<file path="config.mk">
export PLATFORM = sky130hd
export DESIGN_NAME = smart_card_atr_parser_unit
export DESIGN_NICKNAME = d
export VERILOG_FILES = /design/src/rtl/scap_pkg.sv /design/src/rtl/scap_step.sv /design/src/rtl/smart_card_atr_parser_unit.sv
export SDC_FILE = /design/constraint.sdc
export NUM_CORES = 1
export LEC_CHECK = 0
export BUFFER_PORTS_ARGS = -buffer_cell sky130_fd_sc_hd__clkbuf_2
export CORE_MARGIN = 4
export CORE_UTILIZATION = 40
export CTS_BUF_LIST = sky130_fd_sc_hd__clkbuf_8
export DETAILED_ROUTE_END_ITERATION = 6
export HOLD_SLACK_MARGIN = 0.05
export PLACE_DENSITY_LB_ADDON = 0.15
export SLEW_MARGIN = 20
export SYNTH_ARGS = -nofsm -noshare
export SYNTH_HDL_FRONTEND = slang
export SYNTH_SLANG_ARGS = --single-unit
</file>
<file path="constraint.sdc">
create_clock -name clk -period 2.8 [get_ports clk]
set_input_delay 0.56 -clock clk [delete_from_list [all_inputs] [get_ports clk]]
set_output_delay 0.56 -clock clk [all_outputs]
set_load 0.02 [all_outputs]
</file>
<file path="src/rtl/scap_pkg.sv">
package scap_pkg;

    localparam logic [3:0] MAX_GROUPS = 4'd8;

    localparam logic [7:0] TS_INVERSE = 8'h3F;
    localparam logic [7:0] TS_DIRECT  = 8'h3B;
    localparam logic [3:0] PROTO_T0   = 4'd0;
    localparam logic [3:0] PROTO_T1   = 4'd1;
    localparam logic [3:0] PROTO_T15  = 4'd15;

    typedef enum logic [2:0] {
        PH_TS    = 3'd0,
        PH_T0    = 3'd1,
        PH_IFACE = 3'd2,
        PH_HIST  = 3'd3,
        PH_TCK   = 3'd4,
        PH_DONE  = 3'd5,
        PH_ERR   = 3'd6
    } phase_t;

    localparam logic [3:0] KIND_TS    = 4'd0;
    localparam logic [3:0] KIND_T0    = 4'd1;
    localparam logic [3:0] KIND_TA    = 4'd2;
    localparam logic [3:0] KIND_TB    = 4'd3;
    localparam logic [3:0] KIND_TC    = 4'd4;
    localparam logic [3:0] KIND_TD    = 4'd5;
    localparam logic [3:0] KIND_HIST  = 4'd6;
    localparam logic [3:0] KIND_TCK   = 4'd7;
    localparam logic [3:0] KIND_EXTRA = 4'd8;

    localparam logic [2:0] ERR_NONE      = 3'd0;
    localparam logic [2:0] ERR_BAD_TS    = 3'd1;
    localparam logic [2:0] ERR_BAD_TD1   = 3'd2;
    localparam logic [2:0] ERR_BAD_TA2   = 3'd3;
    localparam logic [2:0] ERR_TRUNCATED = 3'd4;
    localparam logic [2:0] ERR_GROUPS    = 3'd5;

    localparam logic [1:0] PROT_NONE = 2'd0;
    localparam logic [1:0] PROT_T0   = 2'd1;
    localparam logic [1:0] PROT_T1   = 2'd2;

    typedef struct packed {
        phase_t     phase;
        logic [3:0] pend;
        logic [3:0] group;
        logic [3:0] hist_left;
        logic [3:0] hist_count;
        logic       inverse;
        logic [1:0] chosen;
        logic [2:0] mask;
        logic       ta2_present;
        logic [3:0] ta2_nibble;
        logic [2:0] err;
    } parse_state_t;

    localparam parse_state_t STATE_RESET = '{
        phase:       PH_TS,
        pend:        4'd0,
        group:       4'd1,
        hist_left:   4'd0,
        hist_count:  4'd0,
        inverse:     1'b0,
        chosen:      PROT_NONE,
        mask:        3'd0,
        ta2_present: 1'b0,
        ta2_nibble:  4'd0,
        err:         ERR_NONE
    };

    typedef struct packed {
        logic [3:0] kind;
        logic [3:0] group;
        logic [7:0] value;
        logic       done;
        logic [2:0] err;
        logic       convention;
        logic [1:0] default_protocol;
        logic [2:0] supported;
        logic [3:0] hist_len;
        logic       check_byte;
    } parse_result_t;

endpackage

</file>
<file path="src/rtl/scap_step.sv">
module scap_step
    import scap_pkg::*;
(
    input  parse_state_t  state,
    input  logic [7:0]    atr_byte,
    input  logic          last_byte,
    output parse_state_t  state_next,
    output parse_result_t result
);

    parse_state_t nx;
    logic [3:0]   kind;
    logic [3:0]   grp;
    logic         do_end;
    logic         raised;
    logic [3:0]   y;
    logic [3:0]   t;
    logic [2:0]   err_out;

    always_comb
    begin
        nx     = state;
        kind   = KIND_EXTRA;
        grp    = 4'd0;
        do_end = 1'b0;
        raised = 1'b0;
        y      = atr_byte[7:4];
        t      = atr_byte[3:0];

        unique case (state.phase)
            PH_TS:
            begin
                kind = KIND_TS;
                if (atr_byte == TS_INVERSE)
                begin
                    nx.inverse = 1'b1;
                    nx.phase   = PH_T0;
                end
                else if (atr_byte == TS_DIRECT)
                begin
                    nx.inverse = 1'b0;
                    nx.phase   = PH_T0;
                end
                else
                begin
                    nx.err   = ERR_BAD_TS;
                    nx.phase = PH_ERR;
                end
            end
            PH_T0:
            begin
                kind          = KIND_T0;
                nx.pend       = y;
                nx.hist_count = t;
                nx.group      = 4'd1;
                if (y == 4'd0)
                    do_end = 1'b1;
                else
                    nx.phase = PH_IFACE;
            end
            PH_IFACE:
            begin
                grp = state.group;
                priority if (state.pend[0])
                begin
                    kind       = KIND_TA;
                    nx.pend[0] = 1'b0;
                    if (state.group == 4'd2)
                    begin
                        nx.ta2_present = 1'b1;
                        nx.ta2_nibble  = t;
                    end
                end
                else if (state.pend[1])
                begin
                    kind       = KIND_TB;
                    nx.pend[1] = 1'b0;
                end
                else if (state.pend[2])
                begin
                    kind       = KIND_TC;
                    nx.pend[2] = 1'b0;
                end
                else
                begin
                    kind    = KIND_TD;
                    nx.pend = 4'd0;
                    if (state.chosen == PROT_NONE && t != PROTO_T0 && t != PROTO_T1)
                    begin
                        nx.err   = ERR_BAD_TD1;
                        nx.phase = PH_ERR;
                        raised   = 1'b1;
                    end
                    else
                    begin
                        if (state.chosen == PROT_NONE)
                            nx.chosen = (t == PROTO_T0) ? PROT_T0 : PROT_T1;
                        if (t == PROTO_T0)
                            nx.mask[0] = 1'b1;
                        else if (t == PROTO_T1)
                            nx.mask[1] = 1'b1;
                        else if (t == PROTO_T15)
                            nx.mask[2] = 1'b1;
                        // TA2 names the specific mode protocol
                        if (state.group == 4'd2 && state.ta2_present)
                        begin
                            if (state.ta2_nibble == PROTO_T0)
                            begin
                                nx.chosen = PROT_T0;
                                nx.mask   = 3'b001;
                            end
                            else if (state.ta2_nibble == PROTO_T1)
                            begin
                                nx.chosen = PROT_T1;
                                nx.mask   = 3'b010;
                            end
                            else
                            begin
                                nx.err   = ERR_BAD_TA2;
                                nx.phase = PH_ERR;
                                raised   = 1'b1;
                            end
                        end
                        if (!raised && y != 4'd0)
                        begin
                            if (state.group >= MAX_GROUPS)
                            begin
                                nx.err   = ERR_GROUPS;
                                nx.phase = PH_ERR;
                                raised   = 1'b1;
                            end
                            else
                            begin
                                nx.group = 4'(state.group + 4'd1);
                                nx.pend  = y;
                            end
                        end
                    end
                end
                if (!raised && nx.pend == 4'd0)
                    do_end = 1'b1;
            end
            PH_HIST:
            begin
                kind         = KIND_HIST;
                nx.hist_left = 4'(state.hist_left - 4'd1);
                if (nx.hist_left == 4'd0)
                    nx.phase = nx.mask[1] ? PH_TCK : PH_DONE;
            end
            PH_TCK:
            begin
                kind     = KIND_TCK;
                nx.phase = PH_DONE;
            end
            default:
            begin
                kind = KIND_EXTRA;
            end
        endcase

        // end of interface bytes: T=0 by default, then history, and TCK when T=1 is supported
        if (do_end)
        begin
            if (nx.chosen == PROT_NONE)
            begin
                nx.chosen  = PROT_T0;
                nx.mask[0] = 1'b1;
            end
            nx.hist_left = nx.hist_count;
            if (nx.hist_count != 4'd0)
                nx.phase = PH_HIST;
            else
                nx.phase = nx.mask[1] ? PH_TCK : PH_DONE;
        end

        err_out = nx.err;
        if (last_byte && nx.err == ERR_NONE && nx.phase != PH_DONE)
            err_out = ERR_TRUNCATED;

        result.kind             = kind;
        result.group            = grp;
        result.value            = atr_byte;
        result.done             = last_byte;
        result.err              = err_out;
        result.convention       = nx.inverse;
        result.default_protocol = nx.chosen;
        result.supported        = nx.mask;
        result.hist_len         = nx.hist_count;
        result.check_byte       = nx.mask[1];

        state_next = last_byte ? STATE_RESET : nx;
    end

endmodule

</file>
<file path="src/rtl/smart_card_atr_parser_unit.sv">
// ISO 7816-3 answer-to-reset parser. One ATR byte per transfer in, one classified
// result per transfer out, at up to one byte per clock cycle when not stalled. The
// byte is captured in an input register, then classified by the combinational step
// logic into the result register, which also advances the parse state. The step
// logic between these two registers sets the rate. A byte with tlast ends the ATR
// and returns the parser to its reset state. Result tuser carries byte_kind;
// result tdata carries the running summary (convention, protocols, history length).
module smart_card_atr_parser_unit
    import scap_pkg::*;
(
    input  logic        clk,
    input  logic        rst_n,

    input  logic        s_tvalid,
    output logic        s_tready,
    input  logic [7:0]  s_tdata,   // [7:0] atr_byte
    input  logic        s_tlast,   // last_byte

    output logic        m_tvalid,
    input  logic        m_tready,
    output logic [31:0] m_tdata,   // [3:0] group_index, [11:4] item_value,
                                   // [14:12] error_code, [15] convention,
                                   // [17:16] default_protocol,
                                   // [20:18] supported_protocols,
                                   // [24:21] history_length,
                                   // [25] check_byte_expected, [31:26] zero
    output logic        m_tlast,   // atr_done
    output logic [3:0]  m_tuser    // [3:0] byte_kind
);

    logic          in_valid_reg;
    logic [7:0]    in_byte_reg;
    logic          in_last_reg;
    logic          out_valid_reg;
    parse_result_t res_reg;
    parse_result_t res_next;
    parse_state_t  state_reg;
    parse_state_t  state_next;
    logic          out_load;
    logic          in_load;

    assign out_load = in_valid_reg && (!out_valid_reg || m_tready);
    assign s_tready = !in_valid_reg || out_load;
    assign in_load  = s_tvalid && s_tready;

    scap_step u_step
    (
        .state      (state_reg),
        .atr_byte   (in_byte_reg),
        .last_byte  (in_last_reg),
        .state_next (state_next),
        .result     (res_next)
    );

    always_ff @(posedge clk or negedge rst_n)
    begin
        if (!rst_n)
        begin
            in_valid_reg  <= 1'b0;
            out_valid_reg <= 1'b0;
            state_reg     <= STATE_RESET;
        end
        else
        begin
            if (in_load)
                in_valid_reg <= 1'b1;
            else if (out_load)
                in_valid_reg <= 1'b0;

            if (out_load)
            begin
                out_valid_reg <= 1'b1;
                state_reg     <= state_next;
            end
            else if (m_tready)
            begin
                out_valid_reg <= 1'b0;
            end
        end
    end

    always_ff @(posedge clk)
    begin
        if (in_load)
        begin
            in_byte_reg <= s_tdata;
            in_last_reg <= s_tlast;
        end
        if (out_load)
            res_reg <= res_next;
    end

    assign m_tvalid = out_valid_reg;
    assign m_tlast  = res_reg.done;
    assign m_tuser  = res_reg.kind;
    assign m_tdata  = {6'd0, res_reg.check_byte, res_reg.hist_len, res_reg.supported,
                       res_reg.default_protocol, res_reg.convention, res_reg.err,
                       res_reg.value, res_reg.group};

    a_last_resets: assert property (@(posedge clk) disable iff (!rst_n)
        out_load && in_last_reg |=> state_reg.phase == PH_TS)
        else $error("parse state not cleared after last byte");

    a_err_phase: assert property (@(posedge clk) disable iff (!rst_n)
        state_reg.err != ERR_NONE |-> state_reg.phase == PH_ERR)
        else $error("latched error without error phase");

    a_group_range: assert property (@(posedge clk) disable iff (!rst_n)
        state_reg.group != 4'd0 && state_reg.group <= MAX_GROUPS)
        else $error("group index out of range");

    a_hold_input: assert property (@(posedge clk) disable iff (!rst_n)
        in_valid_reg && !out_load |=> in_valid_reg && $stable(in_byte_reg))
        else $error("input stage lost a byte");

endmodule

</file>
-- Yosys cells after proc, flatten, opt, wreduce, memory -nomap -nowiden
Cells that the tools add are included.
Widths: inputs -> output; s select.
- $add $sub $neg: 2
- order comparisons: 1
- equal/unequal tests: 18
- mux-type cells: 100
- reduce and logical (&&, ||, !) cells: 38
- operators by type and width (cell ; number):
    $mux 11 ; 6
    $mux 3 ; 22
    $mux 5 ; 11
    $mux 1 ; 37
    $mux 33 ; 1
    $mux 4 ; 7
    $logic_not 4->1 ; 5
    $pmux 4 s5 ; 1
    $mux 6 ; 3
    $ne 3x3->1 const B ; 6
    $eq 8x6->1 const B ; 2
    $mux 8 ; 2
    $pmux 8 s2 ; 1
    $pmux 3 s5 ; 1
    $reduce_bool 4->1 ; 3
    $mux 10 ; 1
    $mux 2 ; 5
    $reduce_bool 2->1 ; 5
    $logic_and 1x1->1 ; 9
    $eq 4x1->1 const B ; 2
    $reduce_and 8->1 ; 1
    $eq 3x2->1 const B ; 2
    $logic_not 3->1 ; 2
    $pmux 3 s2 ; 1
    16 further kinds ; 23
- bits in registers: 75
- input port bits: 13
- output and inout bits: 39

-- Longest topological paths before layout
Gate-level depths: netlist (run 1).
- depth after elaboration: 29
- mapped depth: 10
- depth with buffers taken out: 9

-- Cells and area by module
Synthesis (run 1) repeated with hierarchy kept, for this count alone.
- cells, all modules: 360
- area total of the unflattened synthesis: 4155.2 um^2
- modules (own cells, without submodules) (module ; times used ; cells each ; area an instance (um^2) ; seq. area each (um^2)):
    smart_card_atr_parser_unit ; 1 ; 125 ; 2696.3 ; 2078.2
    scap_step ; 1 ; 235 ; 1458.9 ; 0.0

-- Worst setup path after synthesis (run 1)
OpenSTA, ideal clock, no wires.
- kind: input -> register
- from: input port m_tready
- to: register state_reg[23] (netlist bit)
- library setup time: 0.121 ns
- data arrival time: 2.598 ns
- required time: 2.679 ns
- slack: 0.081 ns
- stages on the path: 7
- path through: nand2b_1 -> nand2_1 -> clkinv_1 -> o31ai_1 -> a21o_1 -> nor2_1 -> a22o_1
- word-level cells in the longest chain between the ends: 3
- RTL lines (element ; line ; text):
    from (decl) ; smart_card_atr_parser_unit.sv:20 ; input logic m_tready,
    $logic_or 1x1->1 ; smart_card_atr_parser_unit.sv:42 ; assign out_load = in_valid_reg && (!out_valid_reg || m_tready);
    $logic_and 1x1->1 ; smart_card_atr_parser_unit.sv:42 ;
    net out_load ; smart_card_atr_parser_unit.sv:39 ; logic out_load;
    $reduce_and 8->1 (no source line) ; - ;
    to (signal assigned) ; smart_card_atr_parser_unit.sv:73 ; state_reg <= state_next;
    to (decl) ; smart_card_atr_parser_unit.sv:37 ; parse_state_t state_reg;
The timed path passes the listed nets, and every way through them passes these cells.
A chain may end at the register's enable or synchronous reset.

-- Worst setup path in the final report (run 1)
- from: register state_reg[22] (netlist bit)
- to: register state_reg[30] (netlist bit)
- word-level cells in the longest chain between the ends: 27
- elaborated cells between the ends (all ways): 55
- RTL lines (element ; line ; text):
    $eq 4x2->1 ; scap_step.sv:105 ; if (state.group == 4'd2 && state.ta2_present)
    $logic_and 1x1->1 ; scap_step.sv:105 ;
    $mux 1 ; scap_step.sv:105 ;
    $mux 1 ; scap_step.sv:88 ; if (state.chosen == PROT_NONE && t != PROTO_T0 && t != PROTO_T1)
    $mux 1 ; scap_step.sv:79 ; else if (state.pend[2])
    $mux 1 ; scap_step.sv:74 ; else if (state.pend[1])
    $mux 1 ; scap_step.sv:64 ; priority if (state.pend[0])
    $mux 1 ; scap_step.sv:30 ; unique case (state.phase)
    (+11 left out) ; - ;
    $mux 1 / $mux 6 (equally long branches) ; scap_step.sv:64 ;
    $mux 1 / $mux 6 (equally long branches) ; scap_step.sv:30 ;
    $logic_not 4->1 ; scap_step.sv:140 ; if (!raised && nx.pend == 4'd0)
    $logic_and 1x1->1 ; scap_step.sv:140 ;
    $mux 1 ; scap_step.sv:140 ;
    $pmux 1 s2 ; scap_step.sv:30 ;
    $mux 3 * ; scap_step.sv:162 ; if (do_end)
    $mux 33 * ; scap_step.sv:191 ; state_next = last_byte ? STATE_RESET : nx;
Mark *: on every way between the ends. The rest lies on a longest branch, timed or not. The select of a mux whose other input is x is not followed.

==> results.yml, run 1 <==
routing:
  viasPerCell: 5.65
  postRouteWirelength_microns: 9070
  drc: 0
  drtIter0Drc: 173
  antenna_left: 0
  vias: 2911
  wl_per_cell_microns: 17.6
  first_pass_iters: 6
power:
  power_frac_clock: 0.176
  vdd_drop_max_mv: 0.394
  p_per_area_nw_per_um2: 959
  cellLeakagePower_nw: 1.87
  p_comb_frac: 0.452
  intPower_mw: 2.52
  p_sw_mw: 1.68
  swShare: 0.399
  power_frac_seq: 0.372
critical_path:
  arrival_ns: 2.90
  setup.worst_path.end_class: "flop"
  cp_top_family: "compound AO/OA/AOI/OAI gates"
  path_buf_inv: 1
  start_kind: "flop"
  crit_path_max_fanout: 6
  critPathSlowestCell: "o31a_1"
  r2r_slack_ns: 0.14
  critPathRequiredTime_ns: 3.04
  path_class: "reg2reg"
  slowest_delay_ns: 0.40
  crit_chain: "inv_1 > ha_1 > and4bb_2 > a2bb2oi_2 > a311o_1 > o31a_1 > or3_1 > a32o_1"
global_routing:
  antenna_found_initial: 0
  grt_pass1_vias: 2853
  grt_max_degree: 39
  grt_overflow_total: 0
  grt_first_pass_wirelength_microns: 15100
  grt_use_total: 0.173
finish:
  area_growth_pct: 18.4
  n_antenna_cell: 0
  nNetsFinal: 420
  mostFrequentLayoutCells: "45 x clkbuf_2, 39 x edfxtp_1, 34 x dfrtp_1, 31 x buf_4, 27 x nand2_1"
  largest_reg_flops: 33
  drive_gt1_frac: 0.280
  fin_util: 0.496
  final_common_cell: "clkbuf_2"
timing:
  slew_headroom: 0.361
  finClkSkew_ns: 0.0109
  drv_slew: 0
  worst_slew_pin_slew_ns: 0.951
  fin_ws_ns: 0.144
  period_needed_ns: 2.66
  period_share: 0.948
  tns_ns: 0
  hold_violations: 0
  max_clock_freq_ghz: 0.377
  rsz0062_at_grt: "false"
  setup_viol: 0
flow_run:
  maxCapViolCount: 0
synthesis:
  ys_types: 67
  synth-seq-area-share: 0.553
  postSynth.asyncResetShare: 0.473
  synth_flop_cell: "edfxtp_1"
  syn_area_sq_um: 3700
  synth-warning-count: 0
  postSynthAreaPerCell_sq_um: 11.2
  synth-edff-count: 39
  synthCells: 331
  ys_ff_latch: 74
die:
  fp.dieW_microns: 104
  pin_count: 52
  rows: 34
  dieArea_sq_um: 10900
  start_util: 0.419
  die_height_microns: 104
  core_sq_um: 8850
clock_network:
  cts.reportedPaths.clkPinSlew_ns: 0.08
  cts.sinks: 74
  cts_made_buffers: 9
  cts_buffer_depth: 2
  cts_root_buffer: "clkbuf_8"
  cts_hold_buf: 0
  insertion_delay_ns: 0.36
  cts-htree-levels: 3
  cts_tree: "yes"
place:
  pre_cts_ws_ns: -0.00845
  io_buffer_count: 45
  gp_congestion: 0.859
  hpwl_microns: 6380
worst_hold_path:
  hp-class: "in2async"
status:
  outcome: "complete, no violations"
## cell type report
class	instances	area (sq um)
clock inverter	7	47.5
multi-input combinational	227	1520
inverter	14	52.6
sequential	74	2050
clock buffer	9	124
timing repair buffer	76	458
fill	823	4460
tap	108	135
## stage by stage
step	std cells	power, mW	hold slack (ns)	instance area (sq um)
floorplan	336	2.83	0.264	3720
global placement	498	3.44	0.467	4190
detailed placement	498	3.42	0.470	4190
CTS	515	4.19	0.355	4370
global route	515	4.50	0.360	4390
finish	515	4.20	0.332	4390
## kinds of logic after synthesis
| group | after synthesis | synth area share |
|---|---|---|
| mux | 11 | 0.0311 |
| other cells | 1 | 0.00101 |
| flops | 74 | 0.553 |
| compound gates | 98 | 0.198 |
| simple gates | 107 | 0.154 |
| buf+inv | 35 | 0.0463 |
| fa+ha+maj | 5 | 0.0169 |
## synthesized netlist by cell type (3+ instances only)
cell type | n | area (sq um)
nand2_1 | 27 | 101
nor2b_1 | 4 | 25.0
o2bb2ai_1 | 5 | 43.8
a211oi_1 | 3 | 22.5
nor3_1 | 10 | 50.1
clkbuf_1 | 8 | 30.0
nor4_1 | 4 | 25.0
a22o_1 | 13 | 114
or3_1 | 4 | 25.0
buf_4 | 7 | 52.6
and2_1 | 6 | 37.5
dfrtp_1 | 34 | 851
nand3_1 | 3 | 15.0
ha_1 | 5 | 62.6
o211ai_1 | 3 | 22.5
o22ai_1 | 4 | 25.0
buf_2 | 5 | 25.0
edfxtp_1 | 39 | 1170
nor2_1 | 20 | 75.1
mux2_2 | 4 | 45.0
o31ai_1 | 5 | 37.5
mux2i_1 | 7 | 70.1
or2_2 | 4 | 25.0
nand2b_1 | 7 | 43.8
inv_1 | 13 | 48.8
o21ai_0 | 20 | 100
o22a_1 | 3 | 26.3
a21oi_1 | 14 | 70.1
## path summary, 6_finish.rpt
kind,start,endpoint,cells after the start
max,state_reg[22],state_reg[30],8
min,rst_n,state_reg[13],1
max reg2reg,state_reg[22],state_reg[30],8
min reg2reg,state_reg[7],state_reg[7],1
max in group asynchronous,rst_n,state_reg[6],1
min in group clk,s_tdata[5],in_byte_reg[5],1
## power by group through the flow
stage	combinational [mW]	clock [mW]	sequential [mW]
floorplan	1.18	0	1.66
global placement	1.86	0	1.58
detailed placement	1.84	0	1.58
CTS	1.87	0.764	1.56
global route	2.10	0.805	1.60
finish	1.90	0.741	1.56
## metal layers
layer  global-route usage  vias to the layer above  share of wire
li1                     -                     1381              -
met1                0.250                     1415           0.49
met2                0.260                      105           0.45
met3               0.0366                       10          0.051
met4               0.0522                        0          0.011
met5                    0                        -              0
## timing repair
| item | CTS | global route |
|---|---|---|
| buffers inserted | 1 | 0 |
| gates resized for setup | 1 | 3 |
| pin swaps | 1 | 1 |
| setup endpoints to repair | 1 | 12 |
| cloned | 0 | 0 |
Power figures use the tool's default switching activity.
==> run 2: changes to the inputs <==
Settings changed: SYNTH_HIERARCHICAL set to 1.
==> run 2 against run 1 <==
Compared with the run above:
- utilization fell by 1.3 points
- wire length rose by 2.9%
- synthesized cell count grew 8.8%
- setup slack got worse by 0.024 ns
- highest routed layer unchanged
==> results.yml, run 2 <==
status:
  outcome: "complete, no violations"
critical_path:
  critPathRequiredTime_ns: 3.02
  path_buf_inv: 1
  cp_top_family: "simple AND/OR/NAND/NOR gates"
  reg2reg_depth: 9
  arrival_ns: 2.90
  crit_chain: "inv_1 > ha_1 > and4bb_2 > a22oi_4 > a31oi_4 > or4_4 > a211oi_1 > a211oi_1 > mux2_4"
  start_kind: "flop"
  worstSetupPathDepth: 9
  crit_path_max_fanout: 6
  crit_path_frequent_cell: "a211oi_1"
  critPathSlowestCell: "or4_4"
  slowest_delay_ns: 0.60
  path_class: "reg2reg"
  setup.worst_path.end_class: "flop"
routing:
  first_pass_iters: 4
  viasPerCell: 5.30
  vias: 2961
  postRouteWirelength_microns: 9330
  drc: 0
  wl_per_cell_microns: 16.7
  drtIter0Drc: 176
  antenna_left: 0
synthesis:
  synthMuxAreaShare: 0.140
  yosys.area.top_type: "edfxtp_1"
  synth.most_common_cell: "edfxtp_1"
  netlist_top_cells_count: "40 x edfxtp_1, 38 x nor2_1, 34 x dfrtp_1, 29 x mux2_4, 26 x nand2_1"
  synth_top_area_share: 0.289
  synth_xor_area_frac: 0.00843
  yosys.area_share.adder: 0.0151
  synth_top_family_by_area: "simple AND/OR/NAND/NOR gates"
  postSynthAreaPerCell_sq_um: 11.5
  synthSimpleGateAreaFrac: 0.156
  synth-seq-area-share: 0.500
  ys_ff_latch: 75
  ys_types: 63
  syn_area_sq_um: 4160
  ys_top_cells_by_area: "edfxtp_1 29%, dfrtp_1 20%, mux2_4 10%"
  synth_flop_cell: "edfxtp_1"
  synth_compound_area_frac: 0.120
  synth-warning-count: 6
  synthCells: 360
  postSynth.asyncResetShare: 0.467
  synth-edff-count: 40
die:
  fp.dieW_microns: 110
  pin_count: 52
  start_util: 0.417
  dieArea_sq_um: 12100
  core_sq_um: 9950
  die_height_microns: 110
  rows: 36
flow_run:
  maxCapViolCount: 0
finish:
  final_area_sq_um: 4800
  largest_reg_flops: 33
  nFillCells: 924
  n_antenna_cell: 0
  final_common_cell: "clkbuf_2"
  final_cells: 559
  nNetsFinal: 440
  drive_gt1_frac: 0.331
  fin_util: 0.482
  area_growth_pct: 15.5
  mostFrequentLayoutCells: "44 x clkbuf_2, 40 x edfxtp_1, 38 x nor2_1, 34 x dfrtp_1"
power:
  vdd_drop_max_mv: 0.329
  p_per_area_nw_per_um2: 863
  cellLeakagePower_nw: 2.19
timing:
  hold_violations: 0
  rsz0062_at_grt: "false"
  drv_slew: 0
  finClkSkew_ns: 0.0126
  period_share: 0.957
  slew_headroom: 0.410
  period_needed_ns: 2.68
  max_clock_freq_ghz: 0.373
  tns_ns: 0
  worst_slew_pin_slew_ns: 0.886
  setup_viol: 0
global_routing:
  grt_pass1_vias: 3014
  grt_first_pass_wirelength_microns: 15500
  grt_use_total: 0.167
  antenna_found_initial: 0
  grt_overflow_total: 0
  grt_max_degree: 36
clock_network:
  cts_root_buffer: "clkbuf_8"
  cts-htree-levels: 3
  cts_made_buffers: 9
  cts.sinks: 75
  cts.reportedPaths.clkPinSlew_ns: 0.09
  cts_buffer_depth: 2
  cts_tree: "yes"
  insertion_delay_ns: 0.34
  cts_hold_buf: 0
place:
  io_buffer_count: 45
  dpl_cell_area_sq_um: 4590
  hpwl_microns: 6730
  place.detailed.instances: 544
  gp_congestion: 0.894
worst_hold_path:
  hp-class: "in2async"
==> run 2: changes by cell type after synthesis, moves of 3 or more <==
cell	previous run	this run
nor2_1	20	38
nor4_1	4	1
a31oi_1	0	3
buf_4	7	16
mux2_4	0	29
o31ai_1	5	1
nand4_1	1	4
a22o_1	13	0
xnor2_1	0	3
o22ai_1	4	1
a211oi_1	3	7
o21ai_0	20	13
clkbuf_1	8	4
o2bb2ai_1	5	0
==> run 2: what timing repair did <==
| action | 4_1_cts | 5_1_grt |
|---|---|---|
| gates resized for setup | 0 | 1 |
| endpoints found under the hold margin | 0 | 0 |
| setup endpoints to repair | 0 | 1 |
| setup buffers | 0 | 0 |
==> run 2: where the power goes <==
part	switching, mW	total (mW)	internal, mW
Sequential	0.174	1.57	1.39
Combinational	0.933	1.69	0.753
Clock	0.398	0.891	0.492
==> run 2: per-stage QoR <==
step                      hold slack (ns)  worst slack (ns)  power, mW
after CTS                           0.368            0.0177       4.17
after global routing                0.362            0.0203       4.42
after detailed placement            0.492            0.0436       3.26
after floorplan                     0.264            0.0868       2.74
after global placement              0.486            0.0937       3.24
final                               0.330             0.121       4.15
==> run 2: layer usage <==
metal	up-vias	global-route usage	wire length (microns)
li1	1417	-	-
met3	6	0.0376	397
met2	66	0.266	4470
met4	0	0.0463	104
met5	-	0	0
met1	1472	0.228	4360
==> run 2: layout make-up <==
class / count / area, sq um / area share
flip-flops and latches: 75 / 2080 / 0.433
multi-input cells: 249 / 1860 / 0.387
repair buffers: 74 / 443 / 0.0923
well taps: 133 / 166 / 0.0347
clock buffers: 9 / 124 / 0.0258
clock inverters: 6 / 83.8 / 0.0175
inverters: 13 / 48.8 / 0.0102
==> run 2: worst paths after layout <==
kind,start,end,slack [ns]
setup / recovery,state_reg[22],state_reg[30],0.12
hold / removal,rst_n,state_reg[10],0.33
setup reg to reg,state_reg[22],state_reg[30],0.12
hold reg to reg,state_reg[14],state_reg[14],0.51
max in group asynchronous,rst_n,state_reg[31],1.91
min in group clk,s_tlast,in_last_reg,0.38
==> run 2: cell families (layout without fill, tap and decap cells) <==
family                     count (synthesis)  count (layout)
buffers and inverters                     41             102
muxes                                     43              43
AOI/OAI and AO/OA                         69              69
xor gates and xnor gates                   4               4
adders and majority gates                  5               5
DFF                                       75              75
and+or+nand+nor                          122             122
other                                      1               6
==> run 3: changes to the inputs <==
Settings changed: GPL_TIMING_DRIVEN set to 0.
==> run 3 against run 2 <==
Compared with the run above:
- first-iteration DRC count up 24%
- hold slack worse by 0.010 ns
- register-to-register slack lost 0.07 ns
- design area is essentially flat
- sequential power about the same
- highest routed layer unchanged
- wire length increased by 2.9%
- utilization about the same
- non-clock buffer count increased by 4
- sequential share of layout area about the same
- setup slack got worse by 0.072 ns
- critical path type unchanged
==> results.yml, run 3 (synthesis gave the netlist of run 2 again) <==
place:
  io_buffer_count: 45
  dpl_cell_area_sq_um: 4570
  hpwl_microns: 6650
  gp_congestion: 0.876
finish:
  n_antenna_cell: 0
  final_common_cell: "clkbuf_2"
  final_area_sq_um: 4800
  regArea_sq_um: 2080
  nNetsFinal: 444
  nFillCells: 933
  drive_gt1_frac: 0.346
  largest_reg_flops: 33
  mostFrequentLayoutCells: "44 x clkbuf_2, 40 x edfxtp_1, 37 x nor2_1, 34 x dfrtp_1, 29 x mux2_4"
  area_growth_pct: 15.6
  multi_input_area_sq_um: 1880
  fin_util: 0.483
critical_path:
  path_class: "reg2reg"
  r2r_slack_ns: 0.05
  reg2reg_from: "state_reg[22]"
  arrival_ns: 2.99
  worstSetupStartpoint: "state_reg[22]"
  critPathRequiredTime_ns: 3.03
  crit_path_max_fanout: 6
  regToRegEndpoint: "state_reg[30]"
  start_kind: "flop"
  reg2reg_depth: 9
  setup.worst_path.end_class: "flop"
routing:
  drc: 0
  first_pass_iters: 5
  viasPerCell: 5.21
  top_layer: "met4"
  drtIter0Drc: 218
  wl_met3_microns: 471
  vias: 2939
  antenna_left: 0
  wl_met1_microns: 4360
  wl_met2_microns: 4640
  postRouteWirelength_microns: 9600
  wl_per_cell_microns: 17.0
clock_network:
  cts.sinks: 75
  cts.reportedPaths.clkPinSlew_ns: 0.08
  cts-htree-levels: 3
  cts_buffer_depth: 2
  cts_hold_buf: 0
  cts_made_buffers: 9
  cts_tree: "yes"
  insertion_delay_ns: 0.35
  cts_root_buffer: "clkbuf_8"
worst_hold_path:
  hp-class: "in2async"
flow_run:
  maxCapViolCount: 0
die:
  die_height_microns: 110
  dieArea_sq_um: 12100
  start_util: 0.417
  rows: 36
  core_sq_um: 9950
  fp.dieW_microns: 110
  pin_count: 52
timing:
  max_clock_freq_ghz: 0.363
  period_needed_ns: 2.75
  hold_violations: 0
  hold_ws_ns: 0.319
  setup_viol: 0
  slew_headroom: 0.424
  period_share: 0.983
  worst_slew_pin_slew_ns: 0.864
  finClkSkew_ns: 0.0125
  drv_slew: 0
global_routing:
  grt_max_degree: 36
  antenna_found_initial: 0
  grt_pass1_vias: 3056
  grt_use_total: 0.172
  grt_overflow_total: 0
  grt_first_pass_wirelength_microns: 15700
status:
  outcome: "complete, no violations"
power:
  intPower_mw: 2.43
  p_per_area_nw_per_um2: 821
  power_frac_seq: 0.392
  cellLeakagePower_nw: 2.20
  vdd_drop_max_mv: 0.318
  swShare: 0.385
  p_comb_frac: 0.419
  p_sw_mw: 1.52
  power_frac_clock: 0.189
==> run 3: cell count changes in the layout (fill, tap and decap cells not counted), sizes merged <==
cell,change
clkbuf,+4
bufinv,-2
clkinv,+2
buf,+1
==> run 3: routing by layer <==
layer	vias to the layer above	GRT usage
li1	1423	-
met1	1431	0.234
met2	76	0.270
met3	9	0.0241
met4	0	0.0801
met5	-	0
==> run 3: worst max path at each step <==
stage,slack (ns),end
5_1_grt,-0.02,state_reg[30]
3_5_place_dp,-0.17,state_reg[30]
3_3_place_gp,-0.16,state_reg[30]
6_report,0.05,state_reg[30]
2_1_floorplan,0.09,state_reg[30]
4_1_cts,0.007,state_reg[30]
==> run 3: critical path, stage by stage (launching register included) <==
cell      delay [ns]
dfstp_2         0.55
inv_2           0.06
ha_1            0.20
and4bb_2        0.25
a22oi_4         0.23
a31oi_4         0.12
or4_4           0.61
a211oi_2        0.23
a211oi_1        0.09
mux2_4          0.29
==> run 3: power groups by stage <==
stage	sequential [mW]	combinational [mW]	clock [mW]
after CTS	1.54	1.61	0.761
after detailed placement	1.56	1.56	0
after global routing	1.58	1.82	0.814
final	1.55	1.65	0.744
after floorplan	1.63	1.11	0
after global placement	1.56	1.55	0
==> run 3: stage by stage <==
step / TNS (ns) / setup WS [ns] / cells / power (mW)
global route: -0.0244 / -0.0244 / 564 / 4.21
floorplan: 0 / 0.0868 / 365 / 2.74
CTS: 0 / 0.00732 / 563 / 3.91
finish: 0 / 0.0489 / 564 / 3.95
detailed placement: -0.339 / -0.165 / 543 / 3.13
global placement: -0.301 / -0.160 / 543 / 3.11
==> run 3: final cells by class <==
cell class | count | area share
inverter | 13 | 0.0102
buffer | 26 | 0.0385
timing repair buffer | 52 | 0.0578
sequential | 75 | 0.433
clock buffer | 10 | 0.0286
multi-input combinational | 249 | 0.391
tap | 133 | 0.0346
clock inverter | 6 | 0.00703
==> run 3: timing repair <==
item	4_1_cts	5_1_grt
cloned	0	0
setup endpoints to repair	5	8
gates resized for setup	3	6
pin swaps	2	3
setup buffers	4	3
